`config.mk`:
```
export PLATFORM = sky130hd
export DESIGN_NAME = ddc_edid_i2c_reader_unit
export DESIGN_NICKNAME = d
export VERILOG_FILES = /design/src/hdl/ddc_edid_pkg.sv /design/src/hdl/ddc_edid_cfg.sv /design/src/hdl/ddc_edid_seq.sv /design/src/hdl/ddc_edid_i2c_reader_unit.sv
export SDC_FILE = /design/constraint.sdc
export NUM_CORES = 1
export LEC_CHECK = 0
export BUFFER_PORTS_ARGS = -buffer_cell sky130_fd_sc_hd__clkbuf_2
export CAP_MARGIN = 20
export CORE_MARGIN = 10
export CORE_UTILIZATION = 40
export CTS_BUF_LIST = sky130_fd_sc_hd__clkbuf_2 sky130_fd_sc_hd__clkbuf_4 sky130_fd_sc_hd__clkbuf_8
export DETAILED_ROUTE_END_ITERATION = 6
export GPL_TIMING_DRIVEN = 0
export PLACE_DENSITY_LB_ADDON = 0.12
export SYNTH_ARGS = -nofsm -noshare
export SYNTH_HDL_FRONTEND = slang
export SYNTH_HIERARCHICAL = 1
export SYNTH_SLANG_ARGS = --single-unit
```
`constraint.sdc`:
```
create_clock -name clk -period 6.55 [get_ports clk]
set_input_delay 0.9825 -clock clk [delete_from_list [all_inputs] [get_ports clk]]
set_output_delay 0.9825 -clock clk [all_outputs]
set_load 0.02 [all_outputs]
```
`src/hdl/ddc_edid_pkg.sv`:
```
// shared types and constants of the ddc edid reader
package ddc_edid_pkg;

	localparam int MAX_BYTES = 128;
	localparam int EFF_W = $clog2(MAX_BYTES + 1);

	localparam logic [2:0] REG_ENABLE = 3'd0;
	localparam logic [2:0] REG_ADDRESS = 3'd1;
	localparam logic [2:0] REG_OFFSET = 3'd2;
	localparam logic [2:0] REG_LENGTH = 3'd3;
	localparam logic [2:0] REG_TICKS = 3'd4;

	localparam logic [1:0] STATUS_NONE = 2'd0;
	localparam logic [1:0] STATUS_OK = 2'd1;
	localparam logic [1:0] STATUS_ERR = 2'd2;

	localparam logic [6:0] RESET_ADDRESS = 7'h50;
	localparam logic [7:0] RESET_LENGTH = 8'd128;
	localparam logic [15:0] RESET_TICKS = 16'd100;

	typedef struct packed {
		logic enabled;
		logic [6:0] address;
		logic [7:0] offset;
		logic [7:0] length;
		logic [15:0] ticks;
	} cfg_t;

	typedef struct packed {
		logic scl_level;
		logic sda_pull_low;
		logic byte_valid;
		logic [7:0] byte_data;
		logic [6:0] byte_index;
		logic busy_res;
		logic [1:0] status;
	} result_t;

endpackage

```
`src/hdl/ddc_edid_cfg.sv`:
```
// configuration registers of the ddc edid reader
module ddc_edid_cfg (
	input logic clk,
	input logic arst_n,
	input logic wr_en,
	input logic [2:0] wr_index,
	input logic [15:0] wr_data,
	output ddc_edid_pkg::cfg_t cfg
);
	import ddc_edid_pkg::*;

	cfg_t cfg_q;

	always_ff @(posedge clk or negedge arst_n) begin
		if (!arst_n) begin
			cfg_q.enabled <= 1'b0;
			cfg_q.address <= RESET_ADDRESS;
			cfg_q.offset <= 8'd0;
			cfg_q.length <= RESET_LENGTH;
			cfg_q.ticks <= RESET_TICKS;
		end else if (wr_en) begin
			case (wr_index)
				REG_ENABLE: cfg_q.enabled <= wr_data[0];
				REG_ADDRESS: cfg_q.address <= wr_data[6:0];
				REG_OFFSET: cfg_q.offset <= wr_data[7:0];
				REG_LENGTH: cfg_q.length <= wr_data[7:0];
				REG_TICKS: cfg_q.ticks <= wr_data;
				default: ;
			endcase
		end
	end

	assign cfg = cfg_q;

endmodule

```
`src/hdl/ddc_edid_seq.sv`:
```
// bus phase sequencer: timer, shifter and byte counter
module ddc_edid_seq (
	input logic clk,
	input logic arst_n,
	input logic step,
	input logic kind,
	input logic sda_level,
	input ddc_edid_pkg::cfg_t cfg,
	output ddc_edid_pkg::result_t res
);
	import ddc_edid_pkg::*;

	typedef enum logic [3:0] {
		PH_IDLE, PH_ST_A, PH_ST_B, PH_ST_C, PH_TX_LO, PH_TX_HI, PH_TA_LO, PH_TA_HI,
		PH_RS, PH_RX_LO, PH_RX_HI, PH_RA_LO, PH_RA_HI, PH_SP_A, PH_SP_B, PH_SP_C
	} phase_t;

	phase_t ph_q, ph_d;
	logic [15:0] tick_q, tick_d;
	logic [3:0] bit_q, bit_d;
	logic [7:0] byte_q, byte_d;
	logic [7:0] shift_q, shift_d;
	logic err_q, err_d;

	logic [EFF_W-1:0] eff_len;
	logic [16:0] tick_inc;
	logic [16:0] limit;
	logic [3:0] bit_inc;
	logic [7:0] byte_inc;
	logic [7:0] shift_rx;
	logic last_next;
	logic [7:0] tx_addr_w;
	logic [7:0] tx_addr_r;

	always_comb begin
		if (cfg.length == 8'd0) begin
			eff_len = EFF_W'(1);
		end else if ({1'b0, cfg.length} > 9'(MAX_BYTES)) begin
			eff_len = EFF_W'(MAX_BYTES);
		end else begin
			eff_len = EFF_W'(cfg.length);
		end
	end

	assign tick_inc = {1'b0, tick_q} + 17'd1;
	assign limit = (cfg.ticks == 16'd0) ? 17'd1 : {1'b0, cfg.ticks};
	assign bit_inc = bit_q + 4'd1;
	assign byte_inc = byte_q + 8'd1;
	assign shift_rx = {shift_q[6:0], sda_level};
	assign tx_addr_w = {cfg.address, 1'b0};
	assign tx_addr_r = {cfg.address, 1'b1};

	always_comb begin
		ph_d = ph_q;
		tick_d = tick_q;
		bit_d = bit_q;
		byte_d = byte_q;
		shift_d = shift_q;
		err_d = err_q;
		res.scl_level = 1'b1;
		res.sda_pull_low = 1'b0;
		res.byte_valid = 1'b0;
		res.byte_data = 8'd0;
		res.byte_index = 7'd0;
		res.status = STATUS_NONE;
		if (kind) begin
			if (ph_q == PH_IDLE) begin
				if (!cfg.enabled) begin
					res.status = STATUS_ERR;
				end else begin
					ph_d = PH_ST_A;
					tick_d = 16'd0;
					bit_d = 4'd0;
					byte_d = 8'd0;
					shift_d = 8'd0;
					err_d = 1'b0;
				end
			end
		end else if (ph_q != PH_IDLE) begin
			if (tick_inc < limit) begin
				tick_d = tick_inc[15:0];
			end else begin
				tick_d = 16'd0;
				case (ph_q)
					PH_ST_A: ph_d = PH_ST_B;
					PH_ST_B: ph_d = PH_ST_C;
					PH_ST_C: begin
						if (byte_q == 8'd1) begin
							shift_d = cfg.offset;
						end else if (byte_q == 8'd2) begin
							shift_d = tx_addr_r;
						end else begin
							shift_d = tx_addr_w;
						end
						bit_d = 4'd0;
						ph_d = PH_TX_LO;
					end
					PH_TX_LO: ph_d = PH_TX_HI;
					PH_TX_HI: begin
						shift_d = {shift_q[6:0], 1'b0};
						if (bit_inc[3]) begin
							bit_d = 4'd0;
							ph_d = PH_TA_LO;
						end else begin
							bit_d = bit_inc;
							ph_d = PH_TX_LO;
						end
					end
					PH_TA_LO: ph_d = PH_TA_HI;
					PH_TA_HI: begin
						if (sda_level) begin
							err_d = 1'b1;
							ph_d = PH_SP_A;
						end else if (byte_q == 8'd0) begin
							byte_d = 8'd1;
							shift_d = cfg.offset;
							bit_d = 4'd0;
							ph_d = PH_TX_LO;
						end else if (byte_q == 8'd1) begin
							byte_d = 8'd2;
							ph_d = PH_RS;
						end else begin
							byte_d = 8'd0;
							bit_d = 4'd0;
							shift_d = 8'd0;
							ph_d = PH_RX_LO;
						end
					end
					PH_RS: ph_d = PH_ST_A;
					PH_RX_LO: ph_d = PH_RX_HI;
					PH_RX_HI: begin
						shift_d = shift_rx;
						if (bit_inc[3]) begin
							res.byte_valid = 1'b1;
							res.byte_data = shift_rx;
							res.byte_index = byte_q[6:0];
							bit_d = 4'd0;
							ph_d = PH_RA_LO;
						end else begin
							bit_d = bit_inc;
							ph_d = PH_RX_LO;
						end
					end
					PH_RA_LO: ph_d = PH_RA_HI;
					PH_RA_HI: begin
						byte_d = byte_inc;
						if ({1'b0, byte_inc} >= 9'(eff_len) || byte_inc == 8'd0) begin
							ph_d = PH_SP_A;
						end else begin
							shift_d = 8'd0;
							ph_d = PH_RX_LO;
						end
					end
					PH_SP_A: ph_d = PH_SP_B;
					PH_SP_B: ph_d = PH_SP_C;
					PH_SP_C: begin
						res.status = err_q ? STATUS_ERR : STATUS_OK;
						ph_d = PH_IDLE;
						bit_d = 4'd0;
						byte_d = 8'd0;
						shift_d = 8'd0;
						err_d = 1'b0;
					end
					default: ph_d = PH_IDLE;
				endcase
			end
		end

		// line levels follow the phase after this step
		last_next = ({1'b0, byte_d} + 9'd1) >= 9'(eff_len);
		case (ph_d)
			PH_ST_B: res.sda_pull_low = 1'b1;
			PH_ST_C, PH_SP_A: begin
				res.scl_level = 1'b0;
				res.sda_pull_low = 1'b1;
			end
			PH_TX_LO: begin
				res.scl_level = 1'b0;
				res.sda_pull_low = !shift_d[7];
			end
			PH_TX_HI: res.sda_pull_low = !shift_d[7];
			PH_TA_LO, PH_RS, PH_RX_LO: res.scl_level = 1'b0;
			PH_RA_LO: begin
				res.scl_level = 1'b0;
				res.sda_pull_low = !last_next;
			end
			PH_RA_HI: res.sda_pull_low = !last_next;
			PH_SP_B: res.sda_pull_low = 1'b1;
			default: ;
		endcase
		res.busy_res = (ph_d != PH_IDLE);
	end

	always_ff @(posedge clk or negedge arst_n) begin
		if (!arst_n) begin
			ph_q <= PH_IDLE;
			tick_q <= 16'd0;
			bit_q <= 4'd0;
			byte_q <= 8'd0;
			shift_q <= 8'd0;
			err_q <= 1'b0;
		end else if (step) begin
			ph_q <= ph_d;
			tick_q <= tick_d;
			bit_q <= bit_d;
			byte_q <= byte_d;
			shift_q <= shift_d;
			err_q <= err_d;
		end
	end

endmodule

```
`src/hdl/ddc_edid_i2c_reader_unit.sv`:
```
// top level of the ddc edid reader: handshakes, config port and result register
//
// channel   direction  handshake            payload
// in        input      in_valid/in_ready    kind, sda_level
// out       output     out_valid/out_ready  scl_level .. status
// cfg       input      cfg_valid/cfg_ready  cfg_index, cfg_data
//
// one input transfer per cycle while in_ready is high; its result appears in the output register
// on the next cycle, set by the single sequencer step between the registers
// in_ready is high whenever the result register is empty or being drained
// cfg_ready is always high; reset puts the sequencer in idle and clears out_valid
module ddc_edid_i2c_reader_unit (
	input logic clk,
	input logic arst_n,
	input logic in_valid,
	output logic in_ready,
	input logic kind,
	input logic sda_level,
	output logic out_valid,
	input logic out_ready,
	output logic scl_level,
	output logic sda_pull_low,
	output logic byte_valid,
	output logic [7:0] byte_data,
	output logic [6:0] byte_index,
	output logic busy_res,
	output logic [1:0] status,
	input logic cfg_valid,
	output logic cfg_ready,
	input logic [2:0] cfg_index,
	input logic [15:0] cfg_data
);
	import ddc_edid_pkg::*;

	cfg_t cfg;
	result_t res;
	result_t res_q;
	logic out_valid_q;
	logic accept;

	assign cfg_ready = 1'b1;
	assign in_ready = !out_valid_q || out_ready;
	assign accept = in_valid && in_ready;

	ddc_edid_cfg u_cfg (
		.clk(clk),
		.arst_n(arst_n),
		.wr_en(cfg_valid && cfg_ready),
		.wr_index(cfg_index),
		.wr_data(cfg_data),
		.cfg(cfg)
	);

	ddc_edid_seq u_seq (
		.clk(clk),
		.arst_n(arst_n),
		.step(accept),
		.kind(kind),
		.sda_level(sda_level),
		.cfg(cfg),
		.res(res)
	);

	always_ff @(posedge clk or negedge arst_n) begin
		if (!arst_n) begin
			out_valid_q <= 1'b0;
		end else if (accept) begin
			out_valid_q <= 1'b1;
		end else if (out_ready) begin
			out_valid_q <= 1'b0;
		end
	end

	always_ff @(posedge clk) begin
		if (accept) begin
			res_q <= res;
		end
	end

	assign out_valid = out_valid_q;
	assign scl_level = res_q.scl_level;
	assign sda_pull_low = res_q.sda_pull_low;
	assign byte_valid = res_q.byte_valid;
	assign byte_data = res_q.byte_data;
	assign byte_index = res_q.byte_index;
	assign busy_res = res_q.busy_res;
	assign status = res_q.status;

endmodule

```
* Yosys cells after proc, flatten, opt, wreduce, memory -nomap -nowiden
Cells that the tools add are included.
Operators by class: reductions and logical operators 36, eq/ne operators 39, bitwise operators 3, magnitude comparators 4, muxes and demuxes 70, $add $sub $neg 4
Operators with widths (number):
- 2-to-1 mux 8 bit | 19
- 2-to-1 mux 16 bit | 7
- 2-to-1 mux 4 bit | 15
- == test 4 bit (second input constant) | 14
- one-hot mux 4 bit (14 select lines) | 1
- one-hot mux 8 bit (6 select lines) | 1
- == test 4 x 3 -> 1 bit (second input constant) | 7
- logical NOT 8 bit | 3
- one-hot mux 8 bit (3 select lines) | 1
- 2-to-1 mux 2 bit | 10
- adder 16 x 1 -> 17 bit (second input constant) | 1
- < comparator 17 bit | 1
- == test 4 x 2 -> 1 bit (second input constant) | 4
- logical NOT 16 bit | 1
- one-hot mux 4 bit (3 select lines) | 1
- nonzero test 4 bit | 3
- 2-to-1 mux 1 bit | 11
- AND reduction 2 bit | 5
- adder 8 x 1 -> 9 bit (second input constant) | 1
- greater-or-equal comparator 9 x 8 -> 1 bit | 1
- != test 3 bit (second input constant) | 3
- AND reduction 9 bit | 1
- adder 8 x 1 -> 8 bit (second input constant) | 1
- == test 8 x 1 -> 1 bit (second input constant) | 1
- 30 further kinds | 43
Storage, ports and cells: logic and storage cells 176, register bits after elaboration 103, output and inout bits 24, input bits 26

* Depth between registers and ports, before layout
Gate-level depths: netlist of the first run.
depth in word-level cells 13, mapped depth 25, gate-level depth less buffers 24

* Hierarchy
Netlist of the first run, hierarchy kept.
By module, submodules not included:
- ddc_edid_seq | sequential area each 1001.0 um2, area each 3829.9 um2, cells an instance 470, instances 1
- ddc_edid_cfg | sequential area each 1008.5 um2, area each 1579.0 um2, cells an instance 89, instances 1
- ddc_edid_i2c_reader_unit | sequential area each 655.6 um2, area each 695.7 um2, cells an instance 27, instances 1

* Least setup slack after synthesis of the first run
Ideal clock, no wire load.
path type register to register, from register u_seq.tick_q[0], to register res_q (netlist bit sda_pull_low) (data pin), setup slack 1774 ps, arrival 4619 ps, required time 6392 ps, library setup time 158 ps, stages on the path, launching flop included 24, path buffers 1, period minus slack after synthesis 4776 ps, cells stage by stage dfrtp_1 ha_1 nand3_1 nor3_2 xor2_1 ha_1 and4_1 nand4_1 or4_4 and2_4 buf_6 or4_1 nand2_1 ha_1 ha_1 a21o_1 a21o_1 a21oi_1 nor2b_1 o21ai_0 a21oi_1 a21oi_1 o21ai_0 o211ai_1
RTL lines:
- start, declared | RTL line ddc_edid_seq.sv:19 | logic [15:0] tick_q, tick_d;
- start signal, assigned | RTL line ddc_edid_seq.sv:204 | tick_q <= tick_d;
- end signal, assigned | RTL line ddc_edid_i2c_reader_unit.sv:76 | res_q <= res;
- end, declared | RTL line ddc_edid_i2c_reader_unit.sv:37 | result_t res_q;

==> summary by stage, run 1 <==
Global route
Global routing consumed, over all layers together, 15.20% of the routing resources. The total grt overflow is 0. The initial antenna violation count is 0. The pin count of the biggest net entering global routing is 51. The first global-routing pass estimated 24980 um of wire. The number of global-route vias before repair was 4743.

Yosys
The net count after synthesis is 650. Of the total synthesized cell area, the portion taken by AND, OR, NAND and NOR gates is 16.62%. The number of enable flip-flop cells after synthesis is 21. The synthesized netlist devotes 7.788% of its cell area to adder and majority cells. After synthesis, the netlist uses 67 different library cells. The portion of synthesized area spent on multiplexers is 9.736%.

The most instantiated flip-flop cell in the synthesis netlist is sky130_fd_sc_hd__dfrtp_1. The netlist area before placement is 6105 sq um. The share of flip-flops with an asynchronous set or reset is 79.41%. The compound-cell area share of the yosys netlist is 14.55%. The post-synthesis xor/xnor area fraction is 3.874%. The part of the Yosys area used for sequential elements is 43.66%. After synthesis the netlist holds a flip-flop and latch count of 102. Dividing the synthesized area by the synthesized cell count gives 10.42 sq um. After synthesis, the largest family of logic cells by area is simple AND/OR/NAND/NOR gates.

For this run, the number of Yosys warnings is 6. After technology mapping, the gate count stands at 586.

Worst setup path
The category of the most critical setup path is register to register. The critical path startpoint category is a register. The endpoint arrival time on the critical path is 5920 ps. Data on the critical path is required at its endpoint by 6790 ps. STA classifies the critical path endpoint as a register. Of all nets on the critical path, the largest fanout is 8.

Finish
In the layout the commonest cells are sky130_fd_sc_hd__dfrtp_1, sky130_fd_sc_hd__nand2_1, sky130_fd_sc_hd__clkbuf_2. For this run, the post-layout net count is 709. Relative to the synthesized area, the layout overhead comes to 11.25%. The library cell used most frequently in the layout, excluding fill and tap cells, is sky130_fd_sc_hd__dfrtp_1. 0 antenna diodes ended up in the layout. The share of the core filled with cells in the final layout is 45.01%. The fraction of layout instances using a drive strength above 1 is 20.77%.

Clocking
The maximum root-to-sink buffer count is 2. Counting the buffers created by CTS gives 9. The clock-pin slew on the worst setup and hold paths is 100 ps. The clock tree from TritonCTS is built. Hold repair after CTS inserted 0 buffers. The total number of H-tree levels is 3.

The buffer cell driving the clock tree root is sky130_fd_sc_hd__clkbuf_8. The number of gates resized after CTS was 0. The clock latency on the worst-skew pair is 400 ps. The total clock sinks is 102.

The post-CTS setup buffer count is 0.

Detailed routing
The average routed wire per standard cell is 17.75 um. In the routed design, unresolved DRC markers number 0. The average via count per standard cell is 5.729. The detail route stage leaves a number of antenna-violating nets equal to 0.

The first detailed-routing pass took 5 iterations. After the first detailed-routing iteration, the DRC count stood at 424. The routed layout has 4801 vias. Wires add up to 14880 um.

Place
Routability-driven placement finished with a final weighted congestion of 0.9025. The number of buffers added on ports is 47. Before CTS, the worst setup slack after placement is 918.9 ps. Once detailed placement completed, the half-perimeter wirelength came to 11370 um.

STA
The maximum operating frequency is 176.0 MHz. The final-report max-slew violation count is 0. The shortest period the worst path allows is 5683 ps.

The number of endpoints failing setup at the final stage is 0. Setup repair after global routing left no endpoint under its margin. For the final database, setup skew stands at 13.60 ps.

The worst relative slew slack is 30.24%. The worst path setup slack after routing is 867.4 ps. The final period utilization is 86.76%. The worst-margin pin slew is 1037 ps.

The final hold violation count is 0. The sum of negative setup slack is 0 ps.

Die
The number of primary I/O pins is 50. The floorplan step defined a core boundary enclosing 15090 sq um. The initial utilization of the core area, before any placement, comes to 40.46%. The vertical die dimension is 143.5 um.

The area of the die is 20600 sq um. The die is 143.5 um wide. The site row count is 45.

Run
The number of max-capacitance violations reported is 0.

Power
The worst ir drop on vdd is 0.1350 mV. The static power due to leakage is 2.946 nW. The power per cell area is 259.7 nW/um^2.

Run status
The flow ran to the end, and the final reports show no timing, DRC or antenna violations.

Hold path
The path class of the tightest hold or removal check is register to register.
registers in the layout, indices dropped and copies added (netlist names), 2 cells and up:
signal / cells
u_cfg/cfg: 40
byte_index: 7
byte_data: 8
u_seq/ph_q: 4
status: 2
u_seq/shift_q: 8
u_seq/tick_q: 16
u_seq/bit_q: 3
u_seq/byte_q: 8
worst max-delay path, stage by stage (launching register included):
cell                       delay, ps
sky130_fd_sc_hd__dfrtp_1         450
sky130_fd_sc_hd__ha_1            220
sky130_fd_sc_hd__nand3_1         190
sky130_fd_sc_hd__nor3_2          360
sky130_fd_sc_hd__xor2_1          160
sky130_fd_sc_hd__ha_1            320
sky130_fd_sc_hd__and4_1          180
sky130_fd_sc_hd__nand4_1         180
sky130_fd_sc_hd__or4_4           530
sky130_fd_sc_hd__and2_4          170
sky130_fd_sc_hd__buf_6           130
sky130_fd_sc_hd__or4_1           490
sky130_fd_sc_hd__nand2_1         190
sky130_fd_sc_hd__ha_1            270
sky130_fd_sc_hd__ha_1            280
sky130_fd_sc_hd__a21o_1          160
sky130_fd_sc_hd__a21o_1          180
sky130_fd_sc_hd__a21oi_1         150
sky130_fd_sc_hd__nor2b_1          60
sky130_fd_sc_hd__o21ai_0         170
sky130_fd_sc_hd__a21oi_1          90
sky130_fd_sc_hd__a21oi_1         290
sky130_fd_sc_hd__o21ai_0         130
sky130_fd_sc_hd__o211ai_1        180
path summary, 6_finish.rpt:
kind                                  from              to  slack (ps)  cells past startpoint
min in group asynchronous           arst_n    u_cfg/cfg[9]         540                      1
hold / removal              u_seq/bit_q[2]  u_seq/bit_q[2]         490                      1
setup reg to reg           u_seq/tick_q[0]    sda_pull_low         870                     23
hold reg to reg             u_seq/bit_q[2]  u_seq/bit_q[2]         490                      1
max in group asynchronous           arst_n   u_cfg/cfg[23]        5340                      2
setup / recovery           u_seq/tick_q[0]    sda_pull_low         870                     23
routing by layer:
metal / vias up / GRT usage (%) / part of all wire (%)
met5: - / 0 / 0
met1: 2354 / 20.63 / 48
li1: 2296 / - / -
met4: 0 / 5.373 / 1.7
met2: 130 / 23.58 / 46
met3: 21 / 2.904 / 4.4
cells in the mapped netlist (12+ instances only):
library cell / n / area share [%]
sky130_fd_sc_hd__nor2_1: 27 / 1.7
sky130_fd_sc_hd__a22o_1: 17 / 2.4
sky130_fd_sc_hd__ha_1: 38 / 7.8
sky130_fd_sc_hd__xnor2_1: 16 / 2.3
sky130_fd_sc_hd__a21oi_1: 27 / 2.2
sky130_fd_sc_hd__o21ai_0: 22 / 1.8
sky130_fd_sc_hd__and2_1: 13 / 1.3
sky130_fd_sc_hd__inv_1: 28 / 1.7
sky130_fd_sc_hd__edfxtp_1: 21 / 10
sky130_fd_sc_hd__nand2_1: 58 / 3.6
sky130_fd_sc_hd__nor3_1: 12 / 0.98
sky130_fd_sc_hd__nand3_1: 15 / 1.2
sky130_fd_sc_hd__clkbuf_1: 16 / 0.98
sky130_fd_sc_hd__dfrtp_1: 75 / 31
sky130_fd_sc_hd__mux2_2: 35 / 6.5
layout make-up:
type,instances,area (sq um)
Buffer,24,121.4
Timing Repair Buffer,48,265.3
Multi-Input combinational cell,432,3213
Fill cell,1468,8298
Clock buffer,10,131.4
Clock inverter,6,55.05
Sequential cell,102,2665
Inverter,28,105.1
Tap cell,188,235.2
cell families (layout without fill, tap and decap cells):
logic type	after synthesis	count (layout)
muxes	50	50
DFF	102	102
AOI/OAI and AO/OA	126	126
xor gates and xnor gates	27	27
buffers and inverters	52	116
other	1	1
adders and majority gates	38	38
and+or+nand+nor	190	190
power breakdown:
part	switching, mW	total, mW	leakage, nW	internal [mW]
sequential	0.0826	0.826	1.21	0.743
clock	0.244	0.393	0.0939	0.149
combinational	0.319	0.545	1.65	0.226
total	0.645	1.76	2.95	1.12
through the flow:
| step | power [mW] | cell area [sq um] | hold slack, ps | std cells |
|---|---|---|---|---|
| 4_1_cts | 1.773 | 6792 | 493.8 | 838 |
| 3_5_place_dp | 1.377 | 6605 | 480.3 | 822 |
| 3_3_place_gp | 1.359 | 6575 | 465.0 | 821 |
| 6_report | 1.764 | 6792 | 490.4 | 838 |
| 2_1_floorplan | 1.213 | 6105 | 450.2 | 586 |
| 5_1_grt | 1.894 | 6792 | 502.8 | 838 |
No activity file was read; power rests on OpenSTA's default activity.
==> run 2, diff against run 1 <==
Settings changed: RECOVER_POWER set to 25.
==> summary by stage, run 2 (same netlist as run 1, synthesis figures left out) <==
Run status
The flow ran to the end, but the final reports show violations. The final reports fail on DRC, capacitance limit, slew limit.

Clocking
The H-tree was split into 3 levels. The clock tree from TritonCTS is built. CTS placed an instance of sky130_fd_sc_hd__clkbuf_8 at the clock tree root. After clock tree synthesis, the clock-pin slew on the worst setup and hold paths is 100 ps.

The total clock sinks is 102. After clock tree synthesis, the repair step resized 0 gates. The total CTS buffers is 9.

The maximum root-to-sink buffer count is 2. The clock latency on the worst-skew pair is 390 ps. After clock tree synthesis, the flow added hold-fix buffers numbering 0. The post-CTS setup buffer count is 0.

Power
The sequential share of power is 46.9%. The worst ir drop on vdd is 0.1350 mV. The power per cell area is 260.4 nW/um^2. Of the total power, the share spent switching nets is 36.55%. The combinational group share of total power is 30.8%. The internal power contribution is 1.117 mW. For this design the total switching power over the nets is 643.1 uW. The clock network power share is 22.3%.

The static power due to leakage is 2.925 nW.

Die
The overall die width is 143.5 um. The core box area is 15090 sq um. The area of the die is 20600 sq um.

The number of primary I/O pins is 50. Measured along the y axis, the die boundary spans 143.5 um. Once the floorplan was initialized, standard cells occupied 40.46% of the core. The site row count is 45.

Detailed routing
The remaining number of nets flagged by the antenna check after routing is 0. The average via count per standard cell is 5.673. The DRC violation count after routing is 8.

After detailed routing, the average wire length per cell comes to 17.77 um. For this run, the detailed router's first-pass iteration total came to 7. Across all layers, the routed design uses 4754 vias. The number of design-rule violations left by the first detailed-router iteration is 427.

The final wirelength is 14900 um.

Finish
Leaving out fill and tap cells, the most frequent cells in the layout are sky130_fd_sc_hd__dfrtp_1, sky130_fd_sc_hd__nand2_1, sky130_fd_sc_hd__clkbuf_2. The fraction of layout instances using a drive strength above 1 is 20.31%. The share of the core filled with cells in the final layout is 44.78%. Relative to the synthesized area, the layout overhead comes to 10.68%. Leaving out fill and tap cells, the most frequent cell in the layout is sky130_fd_sc_hd__dfrtp_1.

The diode insertion count for antenna repair is 0. The number of flip-flops under the largest register name is 40. At the end of the flow, the number of nets in the layout was 709.

Place
Detailed placement finished with a half-perimeter wire length of 11370 um. The final RePlAce weighted congestion is 0.9025. Input and output buffers added on the ports amount to 47.

Global route
The pin count of the biggest net entering global routing is 51. The first global-routing pass estimated 24980 um of wire. The initial antenna violation count was 0. The number of global-route vias before repair is 4743. Summed over all layers, the global routing overflow is 0. The total track usage is 15.20%.

STA
The clock skew is 13.69 ps. Hold is met by 490.4 ps. The final hold violation count was 0. The final-report max-slew violation count is 84.

For this run, the top clock speed supported by timing is 175.7 MHz. The number of endpoints failing setup at the final stage is 0. In the final timing run, aggregate negative setup slack is 0 ps.

Setup repair after global routing left no endpoint under its margin. Measured against its own limit, the worst slew margin works out to -88.60%. The shortest period the worst path allows is 5693 ps. The final period utilization is 86.92%.

The worst-margin pin slew is 2829 ps.

Worst setup path
The kind of cell adding the most delay to the critical path is simple AND/OR/NAND/NOR gates. For flop-to-flop paths, the worst setup slack is 860 ps. The critical path startpoint category is a register. The start point of the critical path is u_seq/tick_q[0].

Data arrives at the worst endpoint at 5930 ps. The largest stage delay on the critical path is 530 ps. The endpoint type of the worst setup path is a register. The worst reg2reg path startpoint is u_seq/tick_q[0]. The cell with the largest stage delay on the worst path is sky130_fd_sc_hd__or4_4.

The critical path in this run is classified as register to register. The cell type with the highest occurrence count on the critical path is sky130_fd_sc_hd__ha_1. For the worst setup path, the data required time is 6790 ps. Traced cell by cell, the critical path runs through ha_1 > nand3_1 > nor3_2 > xor2_1 > ha_1 > and4_1 > nand4_1 > or4_4 > and2_4 > buf_6 > or4_1 > nand2_1 > ha_1 > ha_1 > a21o_1 > a21o_1 > a21oi_1 > nor2b_1 > o21ai_0 > a21oi_1 > a21oi_1 > o21ai_0 > o211ai_1. Of all nets on the critical path, the largest fanout is 8.

The number of buffer and inverter instances along the worst setup path is 1.

Hold path
The start point of the worst hold path is u_seq/bit_q[2]. The classification of the worst-slack hold path is register to register.

Run
Max-cap violations in this run came to 2.
## run 2: cell count changes in the layout (fill, tap and decap cells not counted), sizes merged
cell | before | now
clkbuf | 73 | 74
buf | 9 | 8
## run 2: area by class of cell
cell class | count | area [sq um]
fillers | 1473 | 8333
multi-input cells | 432 | 3206
well taps | 188 | 235.2
inverters | 28 | 105.1
plain buffers | 24 | 121.4
repair buffers | 48 | 237.7
clock buffers | 10 | 131.4
clock inverters | 6 | 55.05
flip-flops and latches | 102 | 2665
## run 2: final timing paths
kind | end | depth (start not counted)
worst max-delay path | sda_pull_low | 23
worst min-delay path | u_seq/bit_q[2] | 1
worst max register to register | sda_pull_low | 23
worst min register to register | u_seq/bit_q[2] | 1
max in group asynchronous | out_valid | 2
min in group asynchronous | u_cfg/cfg[9] | 1
## run 2: metrics by stage
stage / power [mW] / instance area [sq um] / worst slack (ps) / cells
after floorplan: 1.213 / 6105 / 1774 / 586
after CTS: 1.773 / 6792 / 862.2 / 838
after global placement: 1.359 / 6575 / 931.9 / 821
after global routing: 1.892 / 6756 / 377.1 / 838
final: 1.760 / 6756 / 856.9 / 838
after detailed placement: 1.377 / 6605 / 918.9 / 822
## run 2: layer usage
metal,up-vias,GRT usage [%],share of wire [%]
met5,-,0,0
met4,0,5.373,1.6
met3,21,2.904,4.8
met2,126,23.58,46
met1,2314,20.63,48
li1,2293,-,-
## run 2: power by group through the flow
stage	combinational, mW	sequential [mW]	clock (mW)
2_1_floorplan	0.392	0.821	0
3_3_place_gp	0.522	0.837	0
3_5_place_dp	0.537	0.839	0
4_1_cts	0.542	0.826	0.405
5_1_grt	0.615	0.841	0.435
6_report	0.542	0.826	0.392
